==> src/rtl/sorted_insert_list_unit_defines.svh <==
// ----------------------------------------------------------------------------
// sorted insert list assertion macros
// concurrent assertion wrappers used by sorted_insert_list_unit.sv
// ----------------------------------------------------------------------------
`ifndef SORTED_INSERT_LIST_UNIT_DEFINES_SVH
`define SORTED_INSERT_LIST_UNIT_DEFINES_SVH

`ifndef NO_ASSERTIONS
`define SIL_ASSERT_CLK(label, clk, rst_n, prop, msg) \
    label: assert property (@(posedge clk) disable iff (!rst_n) prop) else $error(msg);
`define SIL_ASSERT(label, prop, msg) \
    `SIL_ASSERT_CLK(label, i_clk, i_rst_n, prop, msg)
`else
`define SIL_ASSERT_CLK(label, clk, rst_n, prop, msg)
`define SIL_ASSERT(label, prop, msg)
`endif

`endif

==> src/rtl/sil_pkg.sv <==
// ----------------------------------------------------------------------------
// sorted insert list package
// widths, types and the order compare shared by the rtl files
// ----------------------------------------------------------------------------
`default_nettype none

package sil_pkg;

    localparam int DEPTH_DEFAULT = 16;
    localparam int VALUE_W       = 32;
    localparam int POS_W         = 4;

    typedef logic signed [VALUE_W-1:0] t_value;
    typedef logic [POS_W-1:0]          t_pos;

    typedef struct packed {
        logic load;
        logic prop;
        logic insert;
        logic rotate;
    } t_cell_cmd;

    // entry must sit after the new value in the current order
    function automatic logic lies_past(input t_value e, input t_value v, input logic desc);
        lies_past = desc ? (e < v) : (e > v);
    endfunction

endpackage

`default_nettype wire

==> src/rtl/sil_in_if.sv <==
// ----------------------------------------------------------------------------
// sorted insert list input channel
// valid/ready channel carrying one insert request
// ----------------------------------------------------------------------------
`default_nettype none

interface sil_in_if import sil_pkg::*; ();
    logic   valid;
    logic   ready;
    t_value new_value;
    logic   start_new;

    modport source (output valid, output new_value, output start_new, input ready);
    modport sink   (input valid, input new_value, input start_new, output ready);
endinterface

`default_nettype wire

==> src/rtl/sil_out_if.sv <==
// ----------------------------------------------------------------------------
// sorted insert list output channel
// valid/ready channel carrying one readout entry
// ----------------------------------------------------------------------------
`default_nettype none

interface sil_out_if import sil_pkg::*; ();
    logic   valid;
    logic   ready;
    t_pos   position;
    t_value entry_value;
    logic   is_last;
    logic   overflow;

    modport source (output valid, output position, output entry_value,
                    output is_last, output overflow, input ready);
    modport sink   (input valid, input position, input entry_value,
                    input is_last, input overflow, output ready);
endinterface

`default_nettype wire

==> src/rtl/sil_cell.sv <==
// ----------------------------------------------------------------------------
// sorted insert list cell
// one list entry with its shift flag, talking only to its two neighbors
// ----------------------------------------------------------------------------
`default_nettype none

module sil_cell import sil_pkg::*; (
    input  wire logic      i_clk,
    input  wire t_cell_cmd i_cmd,
    input  wire t_value    i_new_value,
    input  wire logic      i_desc,
    input  wire logic      i_occupied,
    input  wire t_value    i_below_value,
    input  wire logic      i_below_shift,
    input  wire t_value    i_above_value,
    input  wire logic      i_above_shift,
    output logic           o_shift,
    output t_value         o_value
);

    t_value r_value;
    logic   r_shift;

    always_ff @(posedge i_clk) begin
        if (i_cmd.load) begin
            r_shift <= !i_occupied || lies_past(r_value, i_new_value, i_desc);
        end else if (i_cmd.prop) begin
            r_shift <= r_shift && i_above_shift;
        end
        if (i_cmd.insert) begin
            if (i_below_shift) begin
                r_value <= i_below_value;
            end else if (r_shift) begin
                r_value <= i_new_value;
            end
        end else if (i_cmd.rotate) begin
            r_value <= i_above_value;
        end
    end

    assign o_shift = r_shift;
    assign o_value = r_value;

endmodule

`default_nettype wire

==> src/rtl/sorted_insert_list_unit.sv <==
// ----------------------------------------------------------------------------
// sorted insert list unit
// keeps up to DEPTH signed values in sorted order and reads the list out
// after every insert request
// ----------------------------------------------------------------------------
// The list lives in a chain of DEPTH cells. A request is accepted in IDLE;
// LOAD compares every entry with the new value, PROP lets the shift flags
// settle from the top of the chain down, INSERT shifts and inserts the value
// unless the list was already full, and READ rotates the chain once around
// and hands out the valid entries from cell 0. Output stalls lengthen the
// readout. The sort order bit (high for descending) is taken from i_cfg_wdata
// when i_cfg_we is high; write it only while i_req.ready is high and no entry
// is pending.
`default_nettype none
`include "sorted_insert_list_unit_defines.svh"

module sorted_insert_list_unit import sil_pkg::*; #(
    parameter int DEPTH = DEPTH_DEFAULT
) (
    input  wire logic     i_clk,
    input  wire logic     i_rst_n,
    sil_in_if.sink        i_req,
    sil_out_if.source     o_res,
    input  wire logic     i_cfg_we,
    input  wire logic     i_cfg_wdata
);

    localparam int KW = $clog2(DEPTH);
    localparam int CW = $clog2(DEPTH + 1);

    localparam logic [2:0] ST_IDLE   = 3'd0;
    localparam logic [2:0] ST_LOAD   = 3'd1;
    localparam logic [2:0] ST_PROP   = 3'd2;
    localparam logic [2:0] ST_INSERT = 3'd3;
    localparam logic [2:0] ST_READ   = 3'd4;

    logic [2:0]    r_state;
    logic [KW-1:0] r_k;
    logic [CW-1:0] r_count;
    logic          r_ovf;
    logic          r_desc;
    t_value        r_new_value;

    logic          r_out_valid;
    t_pos          r_out_pos;
    t_value        r_out_value;
    logic          r_out_last;
    logic          r_out_ovf;

    t_cell_cmd     w_cmd;
    t_value        w_value [DEPTH];
    logic          w_shift [DEPTH];
    logic          w_out_free;
    logic          w_emit;
    logic          w_advance;
    logic [31:0]   w_k_ext;

    assign w_out_free = !r_out_valid || o_res.ready;
    assign w_emit     = (r_state == ST_READ) && (CW'(r_k) < r_count) && w_out_free;
    assign w_advance  = (r_state == ST_READ) && ((CW'(r_k) >= r_count) || w_out_free);
    assign w_k_ext    = 32'(r_k);

    always_comb begin
        w_cmd        = '0;
        w_cmd.load   = (r_state == ST_LOAD);
        w_cmd.prop   = (r_state == ST_PROP);
        w_cmd.insert = (r_state == ST_INSERT) && !r_ovf;
        w_cmd.rotate = w_advance;
    end

    for (genvar i = 0; i < DEPTH; i++) begin : g_cell
        t_value w_below_value;
        logic   w_below_shift;
        t_value w_above_value;
        logic   w_above_shift;

        if (i == 0) begin : g_bottom
            assign w_below_value = '0;
            assign w_below_shift = 1'b0;
        end else begin : g_mid_below
            assign w_below_value = w_value[i-1];
            assign w_below_shift = w_shift[i-1];
        end

        if (i == DEPTH - 1) begin : g_top
            assign w_above_value = w_value[0];
            assign w_above_shift = 1'b1;
        end else begin : g_mid_above
            assign w_above_value = w_value[i+1];
            assign w_above_shift = w_shift[i+1];
        end

        sil_cell u_cell (
            .i_clk         (i_clk),
            .i_cmd         (w_cmd),
            .i_new_value   (r_new_value),
            .i_desc        (r_desc),
            .i_occupied    (CW'(i) < r_count),
            .i_below_value (w_below_value),
            .i_below_shift (w_below_shift),
            .i_above_value (w_above_value),
            .i_above_shift (w_above_shift),
            .o_shift       (w_shift[i]),
            .o_value       (w_value[i])
        );
    end

    always_ff @(posedge i_clk) begin
        if (!i_rst_n) begin
            r_desc <= 1'b0;
        end else if (i_cfg_we) begin
            r_desc <= i_cfg_wdata;
        end
    end

    always_ff @(posedge i_clk) begin
        if (!i_rst_n) begin
            r_state <= ST_IDLE;
            r_k     <= '0;
            r_count <= '0;
            r_ovf   <= 1'b0;
        end else begin
            case (r_state)
                ST_IDLE: begin
                    if (i_req.valid) begin
                        r_new_value <= i_req.new_value;
                        if (i_req.start_new) begin
                            r_count <= '0;
                        end
                        r_state <= ST_LOAD;
                    end
                end
                ST_LOAD: begin
                    r_ovf   <= (r_count == CW'(DEPTH));
                    r_k     <= '0;
                    r_state <= (DEPTH > 1) ? ST_PROP : ST_INSERT;
                end
                ST_PROP: begin
                    if (r_k == KW'(DEPTH - 2)) begin
                        r_k     <= '0;
                        r_state <= ST_INSERT;
                    end else begin
                        r_k <= r_k + KW'(1);
                    end
                end
                ST_INSERT: begin
                    if (!r_ovf) begin
                        r_count <= r_count + CW'(1);
                    end
                    r_k     <= '0;
                    r_state <= ST_READ;
                end
                ST_READ: begin
                    if (w_advance) begin
                        if (r_k == KW'(DEPTH - 1)) begin
                            r_k     <= '0;
                            r_state <= ST_IDLE;
                        end else begin
                            r_k <= r_k + KW'(1);
                        end
                    end
                end
                default: begin
                    r_state <= ST_IDLE;
                end
            endcase
        end
    end

    // output register, one readout entry
    always_ff @(posedge i_clk) begin
        if (!i_rst_n) begin
            r_out_valid <= 1'b0;
        end else if (w_emit) begin
            r_out_valid <= 1'b1;
        end else if (o_res.ready) begin
            r_out_valid <= 1'b0;
        end
    end

    always_ff @(posedge i_clk) begin
        if (w_emit) begin
            r_out_pos   <= w_k_ext[POS_W-1:0];
            r_out_value <= w_value[0];
            r_out_last  <= (CW'(r_k) + CW'(1) == r_count);
            r_out_ovf   <= r_ovf;
        end
    end

    assign i_req.ready       = (r_state == ST_IDLE);
    assign o_res.valid       = r_out_valid;
    assign o_res.position    = r_out_pos;
    assign o_res.entry_value = r_out_value;
    assign o_res.is_last     = r_out_last;
    assign o_res.overflow    = r_out_ovf;

    `SIL_ASSERT(a_count_bound, r_count <= CW'(DEPTH), "entry count above depth")
    `SIL_ASSERT(a_accept_load, (i_req.valid && i_req.ready) |=> (r_state == ST_LOAD),
                "request not loaded")
    `SIL_ASSERT(a_insert_count, (r_state == ST_INSERT && !r_ovf)
                |=> (r_count == $past(r_count) + CW'(1)), "count not advanced on insert")
    `SIL_ASSERT(a_ovf_full, (r_state == ST_READ && r_ovf) |-> (r_count == CW'(DEPTH)),
                "overflow readout on list that is not full")

endmodule

`default_nettype wire

==> src/flat_wrapper.sv <==
// flat-port wrapper written by rule: the top's interface ports become plain ports
module sorted_insert_list_unit_flat import sil_pkg::*;
#(
    parameter int DEPTH = DEPTH_DEFAULT
)
  (i_clk, i_rst_n, i_cfg_we, i_cfg_wdata, i_req_valid, i_req_new_value, i_req_start_new, i_req_ready, o_res_valid, o_res_position, o_res_entry_value, o_res_is_last, o_res_overflow, o_res_ready);
  sil_in_if i_req_i ();
  sil_out_if o_res_i ();
  input  wire logic i_clk;
  input  wire logic i_rst_n;
  input  wire logic i_cfg_we;
  input  wire logic i_cfg_wdata;
  input wire logic [$bits(i_req_i.valid)-1:0] i_req_valid;
  input wire logic [$bits(i_req_i.new_value)-1:0] i_req_new_value;
  input wire logic [$bits(i_req_i.start_new)-1:0] i_req_start_new;
  output wire logic [$bits(i_req_i.ready)-1:0] i_req_ready;
  output wire logic [$bits(o_res_i.valid)-1:0] o_res_valid;
  output wire logic [$bits(o_res_i.position)-1:0] o_res_position;
  output wire logic [$bits(o_res_i.entry_value)-1:0] o_res_entry_value;
  output wire logic [$bits(o_res_i.is_last)-1:0] o_res_is_last;
  output wire logic [$bits(o_res_i.overflow)-1:0] o_res_overflow;
  input wire logic [$bits(o_res_i.ready)-1:0] o_res_ready;
  assign i_req_i.valid = i_req_valid;
  assign i_req_i.new_value = i_req_new_value;
  assign i_req_i.start_new = i_req_start_new;
  assign i_req_ready = i_req_i.ready;
  assign o_res_valid = o_res_i.valid;
  assign o_res_position = o_res_i.position;
  assign o_res_entry_value = o_res_i.entry_value;
  assign o_res_is_last = o_res_i.is_last;
  assign o_res_overflow = o_res_i.overflow;
  assign o_res_i.ready = o_res_ready;
  sorted_insert_list_unit #(.DEPTH(DEPTH)) u_core (.i_clk(i_clk), .i_rst_n(i_rst_n), .i_req(i_req_i), .o_res(o_res_i), .i_cfg_we(i_cfg_we), .i_cfg_wdata(i_cfg_wdata));
endmodule
==> config.mk <==
export PLATFORM = sky130hd
export DESIGN_NAME = sorted_insert_list_unit_flat
export DESIGN_NICKNAME = d
export VERILOG_FILES = /design/src/rtl/sil_pkg.sv /design/src/rtl/sil_in_if.sv /design/src/rtl/sil_out_if.sv /design/src/rtl/sil_cell.sv /design/src/rtl/sorted_insert_list_unit.sv /design/src/flat_wrapper.sv
export VERILOG_INCLUDE_DIRS = /design/src /design/src/rtl
export SDC_FILE = /design/constraint.sdc
export NUM_CORES = 2
export LEC_CHECK = 0
export BUFFER_PORTS_ARGS = -buffer_cell sky130_fd_sc_hd__buf_4
export CAP_MARGIN = 5
export CORE_MARGIN = 5
export CORE_UTILIZATION = 55
export DETAILED_ROUTE_END_ITERATION = 6
export GPL_TIMING_DRIVEN = 0
export PLACE_DENSITY = 0.77
export SYNTH_ARGS = -nofsm -noshare
export SYNTH_HDL_FRONTEND = slang
export SYNTH_SLANG_ARGS = --single-unit
==> constraint.sdc <==
create_clock -name i_clk -period 9.51 [get_ports i_clk]
set_input_delay 0.4755 -clock i_clk [delete_from_list [all_inputs] [get_ports i_clk]]
set_output_delay 0.4755 -clock i_clk [all_outputs]
set_load 0.005 [all_outputs]
======== Word-level counts from Yosys, hierarchy flattened ========
Index checks and enable logic that the tools add are counted.
Widths: inputs -> output; s select.
storage, ports and cells
  bits in registers ....................... 613
  input bits .............................. 39
  output and inout port bits .............. 40
  logic and storage cells ................. 332
operators by class
  $add $sub $neg .......................... 3
  $lt $le $gt $ge ......................... 50
  equal/unequal tests ..................... 30
  mux-type cells .......................... 124
  reduce and logical (&&, ||, !) cells .... 82
operators by type and width
  kind                count
  $mux 32             63
  $gt 32x32->1        16
  $lt 32x32->1        16
  $mux 1              48
  $ne 3x3->1 const B  14
  $lt 4x5->1 const A  8
  $reduce_and 2->1    17
  $lt 3x5->1 const A  4
  $logic_and 1x1->1   19
  $logic_not 1->1     18
  $logic_or 1x1->1    18
  $mux 5              3
  $pmux 3 s5          1
  $mux 3              4
  $mux 4              3
  $pmux 4 s3          1
  $lt 1x5->1 const A  2
  $lt 2x5->1 const A  2
  $pmux 5 s2          1
  $eq 4x4->1 const B  2
  $ne 2x2->1 const B  4
  $reduce_and 4->1    2
  $reduce_bool 2->1   4
  $eq 3x2->1 const B  2
  15 further kinds    17

======== Logic depth before layout (Yosys ltp) ========
  depth after elaboration ................. 6
  mapped depth ............................ 11
  depth with buffers taken out ............ 10

======== By module ========
From an unflattened synthesis, not the netlist that was laid out.
second synthesis, totals
  cell total of the unflattened synthesis .. 4466
  area, all modules ....................... 43884.6 um2
modules (own cells, without submodules)
  module                   times used  cells each  area an instance (um2)  sequential area each (um2)
  sil_cell                 16          264         2531.2                  991.0
  sorted_insert_list_unit  1           242         3385.7                  2402.3

======== Least setup slack after synthesis ========
No wires, ideal clock.
  kind .................................... reg-to-reg
  start point ............................. register u_core.r_count[1]
  end point ............................... register u_core.r_out_value[0] (netlist: u_core.o_res.entry_value[0]), enable pin
  library setup time ...................... 433 ps
  arrival time ............................ 3358 ps
  data required time ...................... 9077 ps
  path slack .............................. 5719 ps
  cell stages (with the launch flop) ...... 10
  path buffers ............................ 1
  period minus slack after synthesis ...... 3791 ps
  cells stage by stage .................... dfxtp_1 clkbuf_1 inv_1 ha_1 nor2b_1 o21a_1 o21a_1 o21ai_1 nand2_1 nor2_1
on the way
  word-level cells in the longest chain between the ends .. 3
RTL lines
  element                          line                            text
  start, declared                  sorted_insert_list_unit.sv:39   logic [CW-1:0] r_count;
  start signal, assigned           sorted_insert_list_unit.sv:148  r_count <= r_count + CW'(1);
  $lt 4x5->1                       sorted_insert_list_unit.sv:59   assign w_emit = (r_state == ST_READ) && (CW'(r_k) < r_count) && w_out_free;
  $logic_and 1x1->1 (2 in series)  sorted_insert_list_unit.sv:59
  net u_core.w_emit                sorted_insert_list_unit.sv:54   logic w_emit;
  end signal, assigned             sorted_insert_list_unit.sv:184  r_out_value <= w_value[0];
  end, declared                    sorted_insert_list_unit.sv:46   t_value r_out_value;
The timed path passes the listed nets, and every way through them passes these cells.
A chain may end at the register's enable or synchronous reset.

======== Worst setup path after layout ========
  start point ............................. register u_core.r_new_value[31]
  end point ............................... register u_core.g_cell[5].u_cell.r_shift, data pin
on the way
  word-level cells in the longest chain between the ends .. 4
  elaborated cells on any way between the ends .. 5
  classes of those cells .................. 2 x order compare; 2 x mux; 1 x reduce/logical
RTL lines
  element                                              line                            text
  start, declared                                      sorted_insert_list_unit.sv:42   t_value r_new_value;
  start signal, assigned                               sorted_insert_list_unit.sv:126  r_new_value <= i_req.new_value;
  $gt 32x32->1 / $lt 32x32->1 (equally long branches)  sil_pkg.sv:25                   lies_past = desc ? (e < v) : (e > v);
  $mux 1 (*)                                           sil_pkg.sv:25
  $logic_or 1x1->1 (*)                                 sil_cell.sv:26                  r_shift <= !i_occupied || lies_past(r_value, i_new_value, i_desc);
  $mux 1 (*)                                           sil_cell.sv:25                  if (i_cmd.load) begin
  end signal, assigned                                 sil_cell.sv:26
  end signal, assigned                                 sil_cell.sv:28                  r_shift <= r_shift && i_above_shift;
  end, declared                                        sil_cell.sv:22                  logic r_shift;
Every way passes the cells marked *; elsewhere a longest branch is shown, timed or not.

==> flow_summary.ini <==
[cells_and_area]
multiInputGateArea_um2 = 21500
mostFrequentLayoutCells = 598 x edfxtp_1, 573 x nand2_1, 520 x ha_1
antenna_cells = 0
drive_above_1_share_pct = 6.80
fillers = 5992
final_area_um2 = 45700
layout_commonest_cell = edfxtp_1
syn_to_final_growth_pct = 11.3
fin_nets = 4590
seqCellArea_um2 = 18300

[flow_run]
cap_violations = 0

[synthesis]
ys_ff_latch = 613
ys.flop_type = edfxtp_1
synth_area_um2 = 41100
synth_edf_count = 598
synth_warnings = 0
ys_seq_area_share_pct = 44.5
synthCells = 3840
ys_types = 60
syn-num-nets = 4399
avgSynthCellArea_um2 = 10.7
synthArstFlopShare_pct = 0

[clocking]
clock_path_buffers = 3
clk_latency_ps = 650
post_cts_buffers = 0
cts_tree = done
root_buffer = clkbuf_16
h-tree-depth = 3
cts_sinks = 613
cts.clk_slew.worst_paths_ps = 60
cts_buffers = 72
postCtsResizedCells = 0

[floorplanning]
die_w_um = 283
core_area_um2 = 74200
start_util_pct = 55.4
die_h_um = 283
rows = 100
io_pins = 79
die_area_um2 = 80200

[placement]
placed_cell_area_um2 = 43100
routabilityCongestion = 0.975
numPortBuffers = 78
hpwlAfterDp_mm = 103

[detailed_routing]
route.detailed.drc = 0
drt-total-wl_mm = 134
postRouteAntennaNets = 0
routed-via-count = 33900
dr.pass1.iters = 6
drtIter0Drc = 4377
wl_per_cell_um = 26.5
viasPerCell = 6.71

[global_route]
grt_usage_pct = 31.8
grt_overflow = 0
grt_pass1_wl_mm = 198
grt_max_degree = 33
antenna_found_initial = 2
grt_pass1_vias = 32300

[timing]
fin_crit_ps = 4950
hold_viol_final = 0
tns_ps = 0
setup_viol = 0
fmax_mhz = 202
rsz0062_at_grt = no
post-route-period-util_pct = 52.0
worst-slew-pin-transition_ps = 1120
slew_headroom_pct = 24.7
finalMaxSlewViolations = 0
worst_clock_skew_ps = 37.9

[min_path]
hp-class = input pin to register

[power]
power.share.combinational_pct = 16.7
p_seq_share_pct = 43.8
p_per_area_nw_per_um2 = 158
switchingPower_mw = 2.05
ir_drop_mv = 0.122
p_clk_share_pct = 39.5
p_leak_nw = 19.5
switching_share_pct = 28.4
intPower_mw = 5.18

[run_status]
status = complete, no violations

[setup_path]
cp.arrival_ps = 5310
crit_path_end_kind = register
crit_path_start_kind = register
path_class = register to register
r2r_slack_ps = 4560
crit_required_ps = 9870
path_max_fanout = 17
-- critical path: stages (launching register included) --
cell,delay [ps]
edfxtp_1,680
clkbuf_1,510
inv_1,580
ha_1,540
nand4_1,190
nor4_1,970
o41ai_1,450
a21oi_1,390
mux2i_1,220
a31oi_1,100
-- area by class of cell --
| cell class | count | share of cell area, % |
|---|---|---|
| well taps | 969 | 2.65 |
| clock buffers | 90 | 4.16 |
| multi-input cells | 2934 | 46.9 |
| repair buffers | 117 | 2.34 |
| flip-flops and latches | 613 | 39.9 |
| plain buffers | 222 | 2.47 |
| inverters | 71 | 0.583 |
| clock inverters | 40 | 0.969 |
-- sequential cells by signal, indices dropped and copies added (netlist names) --
name	count
u_core.o_res.is_last	1
u_core.o_res.valid	1
u_core.r_ovf	1
u_core.g_cell.u_cell.o_value	512
u_core.r_desc	1
u_core.r_count	5
u_core.r_k	4
u_core.r_new_value	32
u_core.o_res.entry_value	32
u_core.o_res.position	4
u_core.g_cell.u_cell.o_shift	16
u_core.o_res.overflow	1
u_core.r_state	3
-- per-stage QoR --
step	hold slack, ps	power, mW	worst slack, ps	instances	utilization (%)
after CTS	1.67	7.20	4900	5056	61.6
final	17.8	7.24	4560	5056	61.6
after global routing	9.52	7.45	4670	5056	61.6
after global placement	491	4.34	3310	4887	57.8
after detailed placement	482	4.38	4920	4896	58.1
after floorplan	432	4.01	5720	3840	-
-- routing by layer --
layer	up-vias	global-route usage, %	part of all wire, %
li1	15100	-	-
met1	16500	45.1	41
met2	2028	48.7	43
met3	317	4.61	10
met4	2	14.6	5.3
met5	-	0	0.014
-- worst paths after layout --
kind / start / end / cells after the start
hold reg to reg: u_core.r_k[2] / u_core.o_res.position[2] / 0
hold / removal: i_req_new_value[1] / u_core.r_new_value[1] / 1
setup / recovery: u_core.r_new_value[31] / u_core.g_cell[5].u_cell.o_shift / 9
setup reg to reg: u_core.r_new_value[31] / u_core.g_cell[5].u_cell.o_shift / 9
-- power by group through the flow --
stage	sequential (mW)	clock [mW]	combinational, mW
finish	3.17	2.86	1.21
global route	3.17	2.98	1.30
CTS	3.17	2.86	1.18
detailed placement	3.22	0	1.16
global placement	3.23	0	1.11
floorplan	3.18	0	0.827
-- synth_stat cells, drive strengths merged, types with 2 or more instances --
master	count	share of area, %
ha	520	16
a2111o	12	0.33
a2111oi	19	0.42
nand2b	2	0.030
a21o	82	1.5
a211o	5	0.11
buf	65	1.3
or2	2	0.030
nor4	28	0.43
xnor2	8	0.17
nor2	33	0.30
or4	4	0.073
a221oi	5	0.11
a211oi	24	0.49
nor2b	28	0.43
nand4	127	1.9
o211ai	39	0.71
a21oi	197	2.4
and4	2	0.043
o21ai	578	7.0
mux2i	505	12
dfxtp	15	0.73
or3	5	0.076
clkbuf	157	1.4
o41ai	2	0.043
and2	4	0.061
a311oi	2	0.043
a31oi	13	0.20
clkinv	2	0.018
and3	6	0.091
nand2	576	5.3
edfxtp	598	44
nand3	41	0.50
o31a	16	0.34
xor2	2	0.043
a21boi	9	0.16
inv	69	0.63
nor3	20	0.26
o21a	9	0.16
-- repair_timing --
| item | in CTS | in global routing |
|---|---|---|
| hold buffers | 30 | 0 |
| hold endpoints to repair | 30 | 0 |
| endpoints found under the setup margin | 0 | 0 |
-- logic make-up after synthesis --
family	after synthesis	share of synthesized area (%)
multiplexers	505	12.3
AO/OA/AOI/OAI	1017	14.2
adder cells (fa/ha/maj)	520	15.8
XOR/XNOR	10	0.213
flip-flops	613	44.5
AND/OR/NAND/NOR	882	9.61
buffers and inverters	293	3.40
Power figures use the tool's default switching activity.
